## src/rtl/sfr_pkg.sv

```systemverilog
// Package for the stream find-and-replace block.
// Holds the channel words, the register set and the control group types.
// Depends on nothing.
package sfr_pkg;

  // APB register map: one 64-bit register every 8 bytes
  localparam int CfgAddrW = 5;
  localparam int CfgDataW = 64;

  localparam logic [1:0] RegTargetLen   = 2'd0;
  localparam logic [1:0] RegTargetBytes = 2'd1;
  localparam logic [1:0] RegReplaceLen  = 2'd2;
  localparam logic [1:0] RegReplaceBytes = 2'd3;

  // Input word: one source byte
  typedef struct packed {
    logic [7:0] in_byte;
    logic       in_last;
  } in_word_t;

  // Output word: one rewritten byte or a bare end marker
  typedef struct packed {
    logic [7:0] out_byte;
    logic       byte_valid;
    logic       out_last;
  } out_word_t;

  // Register contents as seen by the datapath
  typedef struct packed {
    logic [3:0]  target_len;
    logic [63:0] target_bytes;
    logic [3:0]  replace_len;
    logic [63:0] replace_bytes;
  } cfg_t;

  // Burst load control from the window logic to the output buffer
  typedef struct packed {
    logic load;
    logic last;
    logic mark;
  } ctl_t;

endpackage

```

## src/rtl/sfr_regs.sv

```systemverilog
// APB register file for the stream find-and-replace block.
// Holds target and replacement registers; flags writes to the target length.
// Depends on sfr_pkg.
module sfr_regs (
  input  logic                          clk_i,
  input  logic                          rst_ni,
  input  logic                          psel,
  input  logic                          penable,
  input  logic                          pwrite,
  input  logic [sfr_pkg::CfgAddrW-1:0]  paddr,
  input  logic [sfr_pkg::CfgDataW-1:0]  pwdata,
  output logic [sfr_pkg::CfgDataW-1:0]  prdata,
  output logic                          pready,
  output sfr_pkg::cfg_t                 cfg_o,
  output logic                          tlen_wr_o
);

  logic [3:0]  tlen_q;
  logic [63:0] tbytes_q;
  logic [3:0]  rlen_q;
  logic [63:0] rbytes_q;
  logic        wr;

  assign pready = 1'b1;
  assign wr     = psel & penable & pwrite;

  // Write registers on the access cycle
  always_ff @(posedge clk_i or negedge rst_ni) begin
    if (!rst_ni) begin
      tlen_q   <= 4'd1;
      tbytes_q <= '0;
      rlen_q   <= '0;
      rbytes_q <= '0;
    end else if (wr) begin
      case (paddr[4:3])
        sfr_pkg::RegTargetLen:    tlen_q   <= pwdata[3:0];
        sfr_pkg::RegTargetBytes:  tbytes_q <= pwdata;
        sfr_pkg::RegReplaceLen:   rlen_q   <= pwdata[3:0];
        sfr_pkg::RegReplaceBytes: rbytes_q <= pwdata;
        default: ;
      endcase
    end
  end

  // Read back
  always_comb begin
    case (paddr[4:3])
      sfr_pkg::RegTargetLen:    prdata = {60'd0, tlen_q};
      sfr_pkg::RegTargetBytes:  prdata = tbytes_q;
      sfr_pkg::RegReplaceLen:   prdata = {60'd0, rlen_q};
      sfr_pkg::RegReplaceBytes: prdata = rbytes_q;
      default:                  prdata = '0;
    endcase
  end

  // A new target length empties the window
  assign tlen_wr_o = wr && (paddr[4:3] == sfr_pkg::RegTargetLen);

  assign cfg_o.target_len    = tlen_q;
  assign cfg_o.target_bytes  = tbytes_q;
  assign cfg_o.replace_len   = rlen_q;
  assign cfg_o.replace_bytes = rbytes_q;

endmodule

```

## src/rtl/sfr_window.sv

```systemverilog
// Match window for the stream find-and-replace block.
// Appends each accepted byte, compares against the target and builds the burst.
// Depends on sfr_pkg.
module sfr_window #(
  parameter int MAX_TARGET  = 8,
  parameter int MAX_REPLACE = 8
) (
  input  logic              clk_i,
  input  logic              rst_ni,
  input  sfr_pkg::cfg_t     cfg_i,
  input  logic              tlen_wr_i,
  input  logic              accept_i,
  input  sfr_pkg::in_word_t in_word_i,
  output sfr_pkg::ctl_t     ctl_o,
  output logic [7:0]        bytes_o [(((MAX_TARGET < 8) ? MAX_TARGET : 8) >
                                      ((MAX_REPLACE < 8) ? MAX_REPLACE : 8)) ?
                                     ((MAX_TARGET < 8) ? MAX_TARGET : 8) :
                                     ((MAX_REPLACE < 8) ? MAX_REPLACE : 8)],
  output logic [$clog2(((((MAX_TARGET < 8) ? MAX_TARGET : 8) >
                         ((MAX_REPLACE < 8) ? MAX_REPLACE : 8)) ?
                        ((MAX_TARGET < 8) ? MAX_TARGET : 8) :
                        ((MAX_REPLACE < 8) ? MAX_REPLACE : 8)) + 1)-1:0] cnt_o
);

  localparam int TCAP = (MAX_TARGET < 8) ? MAX_TARGET : 8;
  localparam int RCAP = (MAX_REPLACE < 8) ? MAX_REPLACE : 8;
  localparam int BUF  = (TCAP > RCAP) ? TCAP : RCAP;
  localparam int CW   = $clog2(TCAP + 1);
  localparam int RW   = $clog2(RCAP + 1);
  localparam int BW   = $clog2(BUF + 1);

  logic [7:0]    win_q [TCAP];
  logic [7:0]    win_d [TCAP];
  logic [7:0]    win_a [BUF];
  logic [CW-1:0] cnt_q, cnt_d;
  logic [CW-1:0] tl, cnt0, cnt1;
  logic [RW-1:0] rl;
  logic          full, mism, match;
  logic [BW-1:0] nres;

  // Clamp the configured lengths
  always_comb begin
    if (cfg_i.target_len == 4'd0) begin
      tl = CW'(1);
    end else if (cfg_i.target_len > 4'(TCAP)) begin
      tl = CW'(TCAP);
    end else begin
      tl = CW'(cfg_i.target_len);
    end
    if (cfg_i.replace_len > 4'(RCAP)) begin
      rl = RW'(RCAP);
    end else begin
      rl = RW'(cfg_i.replace_len);
    end
  end

  // Append the new byte and compare the full window
  always_comb begin
    cnt0 = (cnt_q >= tl) ? '0 : cnt_q;
    cnt1 = cnt0 + CW'(1);
    full = (cnt1 == tl);
    for (int i = 0; i < BUF; i++) begin
      win_a[i] = '0;
    end
    for (int i = 0; i < TCAP; i++) begin
      win_a[i] = (CW'(i) == cnt0) ? in_word_i.in_byte : win_q[i];
    end
    mism = 1'b0;
    for (int i = 0; i < TCAP; i++) begin
      if ((CW'(i) < tl) && (win_a[i] != cfg_i.target_bytes[8*i +: 8])) begin
        mism = 1'b1;
      end
    end
    match = full && !mism;
  end

  // Build the burst: replacement, oldest byte, or the whole flushed window
  always_comb begin
    if (match) begin
      nres = BW'(rl);
    end else if (in_word_i.in_last) begin
      nres = BW'(cnt1);
    end else if (full) begin
      nres = BW'(1);
    end else begin
      nres = '0;
    end
    for (int i = 0; i < BUF; i++) begin
      bytes_o[i] = match ? cfg_i.replace_bytes[8*i +: 8] : win_a[i];
    end
    ctl_o.load = accept_i;
    ctl_o.last = in_word_i.in_last;
    ctl_o.mark = 1'b0;
    cnt_o      = nres;
    // Nothing to send at end of string: one bare end marker
    if (in_word_i.in_last && (nres == '0)) begin
      ctl_o.mark = 1'b1;
      cnt_o      = BW'(1);
      bytes_o[0] = '0;
    end
  end

  // Next window: empty after a match or a flush, drop the oldest byte when full
  always_comb begin
    for (int i = 0; i < TCAP; i++) begin
      win_d[i] = win_a[i];
    end
    if (match || in_word_i.in_last) begin
      cnt_d = '0;
    end else if (full) begin
      for (int i = 0; i < TCAP - 1; i++) begin
        win_d[i] = win_a[i+1];
      end
      cnt_d = tl - CW'(1);
    end else begin
      cnt_d = cnt1;
    end
  end

  // Hold the window fill count
  always_ff @(posedge clk_i or negedge rst_ni) begin
    if (!rst_ni) begin
      cnt_q <= '0;
    end else if (tlen_wr_i) begin
      cnt_q <= '0;
    end else if (accept_i) begin
      cnt_q <= cnt_d;
    end
  end

  // Window bytes
  always_ff @(posedge clk_i) begin
    if (accept_i) begin
      win_q <= win_d;
    end
  end

endmodule

```

## src/rtl/sfr_outbuf.sv

```systemverilog
// Burst output buffer for the stream find-and-replace block.
// Loads up to one burst of result bytes; sends one word per unstalled cycle.
// Depends on sfr_pkg.
module sfr_outbuf #(
  parameter int BUF = 8
) (
  input  logic               clk_i,
  input  logic               rst_ni,
  input  sfr_pkg::ctl_t      ctl_i,
  input  logic [7:0]         bytes_i [BUF],
  input  logic [$clog2(BUF+1)-1:0] cnt_i,
  output logic               can_load_o,
  output logic               out_valid_o,
  input  logic               out_stall_i,
  output sfr_pkg::out_word_t out_word_o
);

  localparam int BW = $clog2(BUF + 1);

  logic [7:0]    buf_q [BUF];
  logic [BW-1:0] left_q;
  logic          last_q, mark_q;
  logic          take;

  assign out_valid_o = (left_q != '0);
  assign take        = out_valid_o && !out_stall_i;
  assign can_load_o  = (left_q == '0) || ((left_q == BW'(1)) && take);

  assign out_word_o.out_byte   = buf_q[0];
  assign out_word_o.byte_valid = !mark_q;
  assign out_word_o.out_last   = last_q && (left_q == BW'(1));

  // Load a burst or advance by one word
  always_ff @(posedge clk_i) begin
    if (ctl_i.load) begin
      buf_q <= bytes_i;
    end else if (take) begin
      for (int i = 0; i < BUF - 1; i++) begin
        buf_q[i] <= buf_q[i+1];
      end
    end
  end

  // Count the words left in the burst
  always_ff @(posedge clk_i or negedge rst_ni) begin
    if (!rst_ni) begin
      left_q <= '0;
      last_q <= 1'b0;
      mark_q <= 1'b0;
    end else if (ctl_i.load) begin
      left_q <= cnt_i;
      last_q <= ctl_i.last;
      mark_q <= ctl_i.mark;
    end else if (take) begin
      left_q <= left_q - BW'(1);
    end
  end

endmodule

```

## src/rtl/stream_find_and_replace.sv

```systemverilog
// Stream find-and-replace: top level.
// Usage:
//   Input channel (in_valid_i / in_stall_o / in_word_i) carries one source byte
//   per word with a last flag. Output channel (out_valid_o / out_stall_i /
//   out_word_o) carries rewritten bytes; byte_valid is 0 only on a bare end
//   marker sent when a string leaves no bytes. out_last marks the final word.
//   The APB port (64-bit data, registers at 8-byte steps) sets target length,
//   target bytes, replacement length and replacement bytes; write it only
//   while no string is in flight. Writing the target length empties the window.
// The first result word of an accepted byte shows in the cycle after it.
// Throughput: one byte per cycle while out_stall_i is low and each byte yields
//   at most one word. A byte that yields more words (a replacement burst or an
//   end-of-string flush, up to 8) holds the input while the output buffer
//   drains one word per unstalled cycle; a byte that yields no word does not.
// Stall: out_stall_i holds the current word; the input stalls once the
//   buffer cannot take the next burst.
// Reset: the window empties, registers return to target length 1 and zero
//   elsewhere, and no word is pending.
// Depends on sfr_pkg, sfr_regs, sfr_window and sfr_outbuf.
module stream_find_and_replace #(
  parameter int MAX_TARGET  = 8,
  parameter int MAX_REPLACE = 8
) (
  input  logic                          clk_i,
  input  logic                          rst_ni,
  input  logic                          in_valid_i,
  output logic                          in_stall_o,
  input  sfr_pkg::in_word_t             in_word_i,
  output logic                          out_valid_o,
  input  logic                          out_stall_i,
  output sfr_pkg::out_word_t            out_word_o,
  input  logic                          psel,
  input  logic                          penable,
  input  logic                          pwrite,
  input  logic [sfr_pkg::CfgAddrW-1:0]  paddr,
  input  logic [sfr_pkg::CfgDataW-1:0]  pwdata,
  output logic [sfr_pkg::CfgDataW-1:0]  prdata,
  output logic                          pready
);

  localparam int TCAP = (MAX_TARGET < 8) ? MAX_TARGET : 8;
  localparam int RCAP = (MAX_REPLACE < 8) ? MAX_REPLACE : 8;
  localparam int BUF  = (TCAP > RCAP) ? TCAP : RCAP;
  localparam int BW   = $clog2(BUF + 1);

  sfr_pkg::cfg_t cfg;
  sfr_pkg::ctl_t ctl;
  logic          tlen_wr;
  logic          can_load;
  logic          accept;
  logic [7:0]    burst_bytes [BUF];
  logic [BW-1:0] burst_cnt;

  // Take a byte whenever the output buffer can hold its burst
  assign accept     = in_valid_i && can_load;
  assign in_stall_o = !can_load;

  sfr_regs u_regs (
    .clk_i     (clk_i),
    .rst_ni    (rst_ni),
    .psel      (psel),
    .penable   (penable),
    .pwrite    (pwrite),
    .paddr     (paddr),
    .pwdata    (pwdata),
    .prdata    (prdata),
    .pready    (pready),
    .cfg_o     (cfg),
    .tlen_wr_o (tlen_wr)
  );

  sfr_window #(
    .MAX_TARGET  (MAX_TARGET),
    .MAX_REPLACE (MAX_REPLACE)
  ) u_window (
    .clk_i     (clk_i),
    .rst_ni    (rst_ni),
    .cfg_i     (cfg),
    .tlen_wr_i (tlen_wr),
    .accept_i  (accept),
    .in_word_i (in_word_i),
    .ctl_o     (ctl),
    .bytes_o   (burst_bytes),
    .cnt_o     (burst_cnt)
  );

  sfr_outbuf #(
    .BUF (BUF)
  ) u_outbuf (
    .clk_i       (clk_i),
    .rst_ni      (rst_ni),
    .ctl_i       (ctl),
    .bytes_i     (burst_bytes),
    .cnt_i       (burst_cnt),
    .can_load_o  (can_load),
    .out_valid_o (out_valid_o),
    .out_stall_i (out_stall_i),
    .out_word_o  (out_word_o)
  );

endmodule
```

## config.mk

```make
export PLATFORM = sky130hd
export DESIGN_NAME = stream_find_and_replace
export DESIGN_NICKNAME = d
export VERILOG_FILES = /design/src/rtl/sfr_pkg.sv /design/src/rtl/sfr_regs.sv /design/src/rtl/sfr_window.sv /design/src/rtl/sfr_outbuf.sv /design/src/rtl/stream_find_and_replace.sv
export SDC_FILE = /design/constraint.sdc
export NUM_CORES = 1
export LEC_CHECK = 0
export BUFFER_PORTS_ARGS = -buffer_cell sky130_fd_sc_hd__buf_2
export CAP_MARGIN = 20
export CORE_AREA = 2 2 206 208
export CTS_BUF_LIST = sky130_fd_sc_hd__clkbuf_4
export DETAILED_ROUTE_END_ITERATION = 6
export DIE_AREA = 0 0 208 210
export PLACE_DENSITY = 0.61
export SYNTH_ARGS = -nofsm -noshare
export SYNTH_HDL_FRONTEND = slang
export SYNTH_HIERARCHICAL = 1
export SYNTH_SLANG_ARGS = --single-unit
export TNS_END_PERCENT = 5
```

## constraint.sdc

```tcl
create_clock -name clk_i -period 5.2 [get_ports clk_i]
set_input_delay 1.04 -clock clk_i [delete_from_list [all_inputs] [get_ports clk_i]]
set_output_delay 1.04 -clock clk_i [all_outputs]
set_load 0.01 [all_outputs]
```

==> metrics.cfg, run 1 <==
[synthesis]
yosysMostFrequentCell = mux2_2
yosysUniqueCellTypes = 86
synth_fp_nets = 1477
yosys_warnings = 6
synth_edf_count = 128
synth_compound_area_share_pct = 9.06
ys_async_sr_fraction_pct = 53.3
netlist.top_cell.by_area = edfxtp_1
yosys-top-cells-count = mux2_2 (176), dfrtp_1 (145), edfxtp_1 (128)
ys_ff_latch = 274
ys_top_cells_by_area = edfxtp_1 (23%), dfrtp_1 (22%), mux2_2 (12%)
synth_simple_gate_area_share_pct = 10.3
synthMuxAreaShare_pct = 24.5
syn-cell-area_sq_um = 16400
synthFlopType = dfrtp_1
synth_xor_xnor_area_share_pct = 4.70
synth_top_family_by_area = multiplexers
synth_top_area_share_pct = 23.5
postSynthCellCount = 1382
synthAdderAreaFrac_pct = 0.764
avgSynthCellArea_sq_um = 11.9
yosysSeqAreaShare_pct = 45.8

[cts]
cts-root-buf = clkbuf_4
clock_latency_ps = 810
cts_setup_buffers = 0
cts_tree = built
clockBufferDepth = 3
cts_max_level = 3
cts.sinks = 274
clk_pin_slew_worst_paths_ps = 60
cts_buffers = 78

[timing]
worstMarginPinSlew_ps = 992
hold_slack_ps = 273
slew_viol_final = 0
skew_ps = 86.9
finalHoldViolCount = 0
clock.fmax_mhz = 199
rsz0062_at_grt = yes
finalSetupViolCount = 0
period_needed_ps = 5020
slew_headroom_pct = 33.6
timing.final.crit_share_pct = 96.5

[placement]
place.gp.congestion = 0.896
port_buffers = 157
post-place-cells = 2015
dp_hpwl_um = 32900
placed_area_sq_um = 17600

[final_layout]
utilization_pct = 45.2
area_growth_syn_to_layout_pct = 14.5
final_nets = 1651
final-instance-count-excl-fill = 2162
layout-drive-gt1-share_pct = 38.1
final_area_sq_um = 18800

[pwr]
clkPwrFrac_pct = 22.8
combinationalPowerShare_pct = 36.0
p_per_area_nw_per_um2 = 500
switchingPower_mw = 3.34
p_seq_share_pct = 41.2
ir_worst_vdd_mv = 0.229
switching_share_pct = 35.6
p_int_mw = 6.04
leakage_nw = 8.05
finalPower_mw = 9.38

[routing]
routed_wl_um = 47200
drc = 1
first_pass_iters = 7
ant_nets = 0
wire_per_inst_um = 21.8
viasPerCell = 5.50
drt_iter0_drc = 927
vias = 11900

[global_routing]
grt_pass1_vias = 12300
grt_pass1_wl_um = 73000
grt_max_degree = 112
gr-total-overflow = 0
antenna_found_initial = 2
grt_usage_pct = 21.5

[setup_path]
required_ps = 5840
arrival_ps = 5660
crit_type = flop to flop
cp-end-kind = flop
startpoint_type = flop
path_max_fanout = 27

[run_status]
violations = DRC
status = finished with violations

[die]
die_h_um = 210
pin_count = 162
die_w_um = 208
row_count = 75
initial_utilization_pct = 39.5
core_region_area_sq_um = 41500
die_area_sq_um = 43700

[flow_run]
cap_viol_max_count = 0

[hold_path]
hp-class = input pin to asynchronous set/reset pin

[stage by stage]
| stage | setup TNS, ps | setup WS [ps] |
|---|---|---|
| 2_1_floorplan | 0 | 250 |
| 3_3_place_gp | 0 | 380 |
| 3_5_place_dp | 0 | 295 |
| 4_1_cts | 0 | 292 |
| 5_1_grt | -1570 | -109 |
| 6_report | 0 | 181 |
[power by group through the flow]
| stage | sequential, mW | combinational [mW] | clock, mW |
|---|---|---|---|
| after floorplan | 3.58 | 2.63 | 0 |
| after global placement | 3.88 | 3.26 | 0 |
| after detailed placement | 3.90 | 3.32 | 0 |
| after CTS | 3.86 | 3.35 | 2.21 |
| after global routing | 3.94 | 3.69 | 2.34 |
| final | 3.86 | 3.38 | 2.14 |
[per-layer routing]
| layer | vias up | track usage (%) | share of wire [%] |
|---|---|---|---|
| met2 | 403 | 35.4 | 48 |
| met1 | 5927 | 28.6 | 44 |
| li1 | 5475 | - | - |
| met4 | 0 | 6.51 | 2.4 |
| met3 | 85 | 4.69 | 5.8 |
| met5 | - | 0 | 0 |
[cells in the final DEF, fill, tap and decap left out, drive strengths merged, types with 49 or more instances in the layout]
cell / Yosys / routed
xor2: 49 / 49
dfrtp: 145 / 145
edfxtp: 128 / 128
clkbuf: 39 / 124
mux2: 238 / 238
nand2: 95 / 95
mux2i: 99 / 99
o21ai: 57 / 57
nor2: 100 / 100
buf: 68 / 201
[state kept, by name, indices dropped and copies added (netlist names), 8 cells and up]
register / flops
u_outbuf/buf_q: 56
u_outbuf/out_word_o: 8
u_regs/rbytes_q: 64
u_regs/tbytes_q: 64
u_window/win_q: 64
[final cells by class]
cell class                 count  area (sq um)
clock inverter                19           135
fill                        3929         22700
tap                          539           674
clock buffer                 124           931
antenna                        4          10.0
multi-input combinational    961          8130
sequential                   274          7500
inverter                      40           153
timing repair buffer         201          1220
[what timing repair did]
item	in CTS	in global routing
hold buffers	0	0
setup endpoints to repair	0	63
resized for setup	0	5
[logic make-up (layout without fill, tap and decap cells)]
logic type | after synthesis | after routing
AO/OA/AOI/OAI | 193 | 193
flip-flops | 274 | 274
buffers and inverters | 147 | 384
multiplexers | 341 | 341
XOR/XNOR | 88 | 88
AND/OR/NAND/NOR | 328 | 328
adder cells (fa/ha/maj) | 10 | 10
other | 1 | 5
[worst max-delay path, stage by stage, from the launching register on]
cell and delay (ps):
dfrtp_1 460, inv_1 200, nand2_1 220, ha_1 330, o211ai_1 310, o21ai_4 220, nor3_1 310, buf_4 180
mux2i_1 420, o32ai_1 170, and4bb_2 390, a21boi_1 130, buf_4 180, o31ai_4 320, buf_12 260, mux2i_2 510
o221a_1 270
[path summary, 6_finish.rpt]
check	start	to	slack [ps]	depth (start not counted)
max in group asynchronous	rst_ni	u_regs/tbytes_q[48]	4060	2
min	rst_ni	u_regs/rbytes_q[4]	270	1
max	u_regs/tlen_q[3]	u_window/win_q[17]	180	16
min reg2reg	u_outbuf/last_q	u_outbuf/last_q	520	1
max reg2reg	u_regs/tlen_q[3]	u_window/win_q[17]	180	16
min in group clk_i	pwdata[30]	u_regs/tbytes_q[30]	480	2
Note: power is estimated with default switching activity, not from simulation.
==> inputs of run 2 (changes only) <==
--- a/config.mk
+++ b/config.mk
@@ -10,5 +10,6 @@
 export CORE_AREA = 2 2 206 208
-export CTS_BUF_LIST = sky130_fd_sc_hd__clkbuf_4
+export CTS_BUF_LIST = sky130_fd_sc_hd__clkbuf_4 sky130_fd_sc_hd__clkbuf_8 sky130_fd_sc_hd__clkbuf_16
 export DETAILED_ROUTE_END_ITERATION = 6
 export DIE_AREA = 0 0 208 210
+export MAX_ROUTING_LAYER = met4
 export PLACE_DENSITY = 0.61
==> constraint.sdc (replaced) <==
create_clock -name clk_i -period 5.2 [get_ports clk_i]
set_input_delay 0.26 -clock clk_i [delete_from_list [all_inputs] [get_ports clk_i]]
set_output_delay 0.26 -clock clk_i [all_outputs]
set_load 0.01 [all_outputs]
==> run 2 against run 1 <==
Against the previous run: the run still ends with DRC left; first-iteration DRC count is 6.5% lower; critical path depth is 1 lower; clock-buffer cell count is 84 lower; sequential cell count stayed put; critical path type unchanged.
==> metrics.cfg, run 2 (synthesis results as in run 1) <==
[run_status]
status = finished with violations
violations = DRC

[die]
die_w_um = 208  ; unchanged
row_count = 75  ; unchanged
die_h_um = 210  ; unchanged
core_region_area_sq_um = 41500  ; unchanged
die_area_sq_um = 43700  ; unchanged
pin_count = 162  ; unchanged
initial_utilization_pct = 39.5  ; unchanged

[routing]
routed_wl_um = 46200  ; -2.2%
ant_nets = 0  ; unchanged
wl_met3_um = 2070  ; -25%
wl_met2_um = 22300  ; -1.2%
viasPerCell = 5.52  ; +0.36%
top_layer = met4
vias = 11800  ; -0.94%
wire_per_inst_um = 21.6  ; -0.87%
met1Wirelength_um = 20800  ; +0.43%
drt_iter0_drc = 867  ; -6.5%
drc = 2  ; +1
first_pass_iters = 7  ; unchanged

[hold_path]
hold_path.startpoint = in_word_i[0]
whs_path_depth = 2
hp-class = input pin to flop
holdPathEnd = u_outbuf/last_q

[setup_path]
arrival_ps = 5390  ; -270 ps
cp-end-kind = flop
r2r-end = u_window/win_q[23]
ff2ff_path_depth = 15  ; -1
startpoint_type = flop
crit_type = flop to flop
path_max_fanout = 25  ; -7.4%
required_ps = 5650  ; -190 ps
rrSetupSlack_ps = 260  ; +80 ps
r2r_start = u_regs/tlen_q[3]

[cts]
clock_latency_ps = 590  ; -220 ps
clk_pin_slew_worst_paths_ps = 60  ; about the same
cts_max_level = 1  ; -2
cts_setup_buffers = 0  ; unchanged
cts_buffers = 31  ; -60%
cts_tree = built
cts-root-buf = clkbuf_16
cts.sinks = 274  ; unchanged
clockBufferDepth = 3  ; unchanged

[final_layout]
layout-drive-gt1-share_pct = 33.7  ; -4.4 points
biggestRegsByFlops = u_regs/rbytes_q x64, u_regs/tbytes_q x64, u_window/win_q x64
area_growth_syn_to_layout_pct = 17.8
final_common_cell = mux2_2
final_nets = 1666  ; +0.91%
layout_common_cells = mux2_2 (176), buf_2 (155), dfrtp_1 (145), edfxtp_1 (128), nor2_1 (97)
n_antenna_cell = 0  ; -4
fillers = 3894  ; -0.89%

[placement]
post-place-ws_ps = 370  ; +74.8 ps
dp_hpwl_um = 32300  ; -1.7%
place.gp.congestion = 0.863  ; -3.8%
port_buffers = 157  ; unchanged

[flow_run]
cap_viol_max_count = 0  ; unchanged

[timing]
slew_viol_final = 0  ; unchanged
worstMarginPinSlew_ps = 957  ; -35.5 ps
fin_ws_ps = 262  ; +80.7 ps
period_needed_ps = 4940  ; -80.7 ps
clock.fmax_mhz = 203  ; +1.6%
rsz0062_at_grt = yes
hold_slack_ps = 120  ; -153 ps
skew_ps = 32.0  ; -54.9 ps
finalHoldViolCount = 0  ; unchanged
finalSetupViolCount = 0  ; unchanged
slew_headroom_pct = 36.2  ; +2.6 points
timing.final.crit_share_pct = 95.0  ; -1.6 points

[global_routing]
grt_usage_pct = 21.6  ; +0.070 points
grt_pass1_wl_um = 72000  ; -1.3%
grt_max_degree = 87  ; -22%
antenna_found_initial = 0  ; -2
gr-total-overflow = 0  ; unchanged
grt_pass1_vias = 12000  ; -2.2%

[pwr]
p_per_area_nw_per_um2 = 493  ; -1.4%
ir_worst_vdd_mv = 0.233  ; +1.6%
leakage_nw = 8.17  ; +1.5%

==> run 2: how the worst max path moves through the flow <==
stage / slack (ps) / startpoint / endpoint
6_report: 260 / u_regs/tlen_q[3] / u_window/win_q[23]
5_1_grt: -50 / u_regs/tlen_q[3] / u_window/win_q[43]
4_1_cts: 330 / u_regs/tlen_q[3] / u_window/win_q[55]
3_5_place_dp: 370 / u_regs/tlen_q[3] / u_window/win_q[26]
3_3_place_gp: 390 / u_regs/tlen_q[3] / u_outbuf/out_word_o[2]
2_1_floorplan: 740 / u_outbuf/left_q[0] / u_outbuf/buf_q[10]
==> run 2: through the flow <==
stage / area [sq um] / TNS (ps) / cells / util, % / power [mW]
6_report: 19300 / 0 / 2134 / 46.5 / 9.53
5_1_grt: 19300 / -508 / 2134 / 46.5 / 10.1
4_1_cts: 19300 / 0 / 2134 / 46.5 / 9.56
3_5_place_dp: 17600 / 0 / 2012 / 42.3 / 7.22
3_3_place_gp: 17600 / 0 / 2012 / 42.3 / 7.14
2_1_floorplan: 16400 / 0 / 1382 / - / 6.21
==> run 2: critical path, stage by stage (launching register included) <==
cell,delay (ps)
dfrtp_1,460
inv_1,190
nand2_1,210
ha_1,330
o211ai_1,310
o21a_2,370
nand2_1,180
o21ai_0,310
a2bb2oi_1,270
a32oi_1,150
a2111o_1,480
buf_4,180
o31ai_4,340
buf_12,230
mux2i_2,500
o221a_1,270
==> run 2: layout make-up <==
cell class	count	area, sq um	area share (%)
well taps	539	674	3.49
clock buffers	40	886	4.59
multi-input cells	961	8130	42.1
repair buffers	263	1790	9.27
inverters	40	153	0.791
clock inverters	17	175	0.907
flip-flops and latches	274	7500	38.8
==> run 2: report_power, final <==
group / total [mW] / leakage (nW) / internal, mW / switching, mW
Sequential: 3.85 / 3.00 / 3.21 / 0.645
Clock: 2.26 / 0.520 / 1.35 / 0.909
Combinational: 3.42 / 4.65 / 1.68 / 1.73
==> run 2: metal layers <==
metal | global-route usage, % | vias up
li1 | - | 5437
met1 | 28.8 | 5904
met2 | 35.5 | 377
met3 | 2.58 | 60
met4 | 4.94 | 0
met5 | - | -
==> run 2: repair_timing <==
action,4_1_cts,5_1_grt
resized for setup,0,4
setup endpoints to repair,0,25
hold buffers,65,0
hold endpoints to repair,220,0
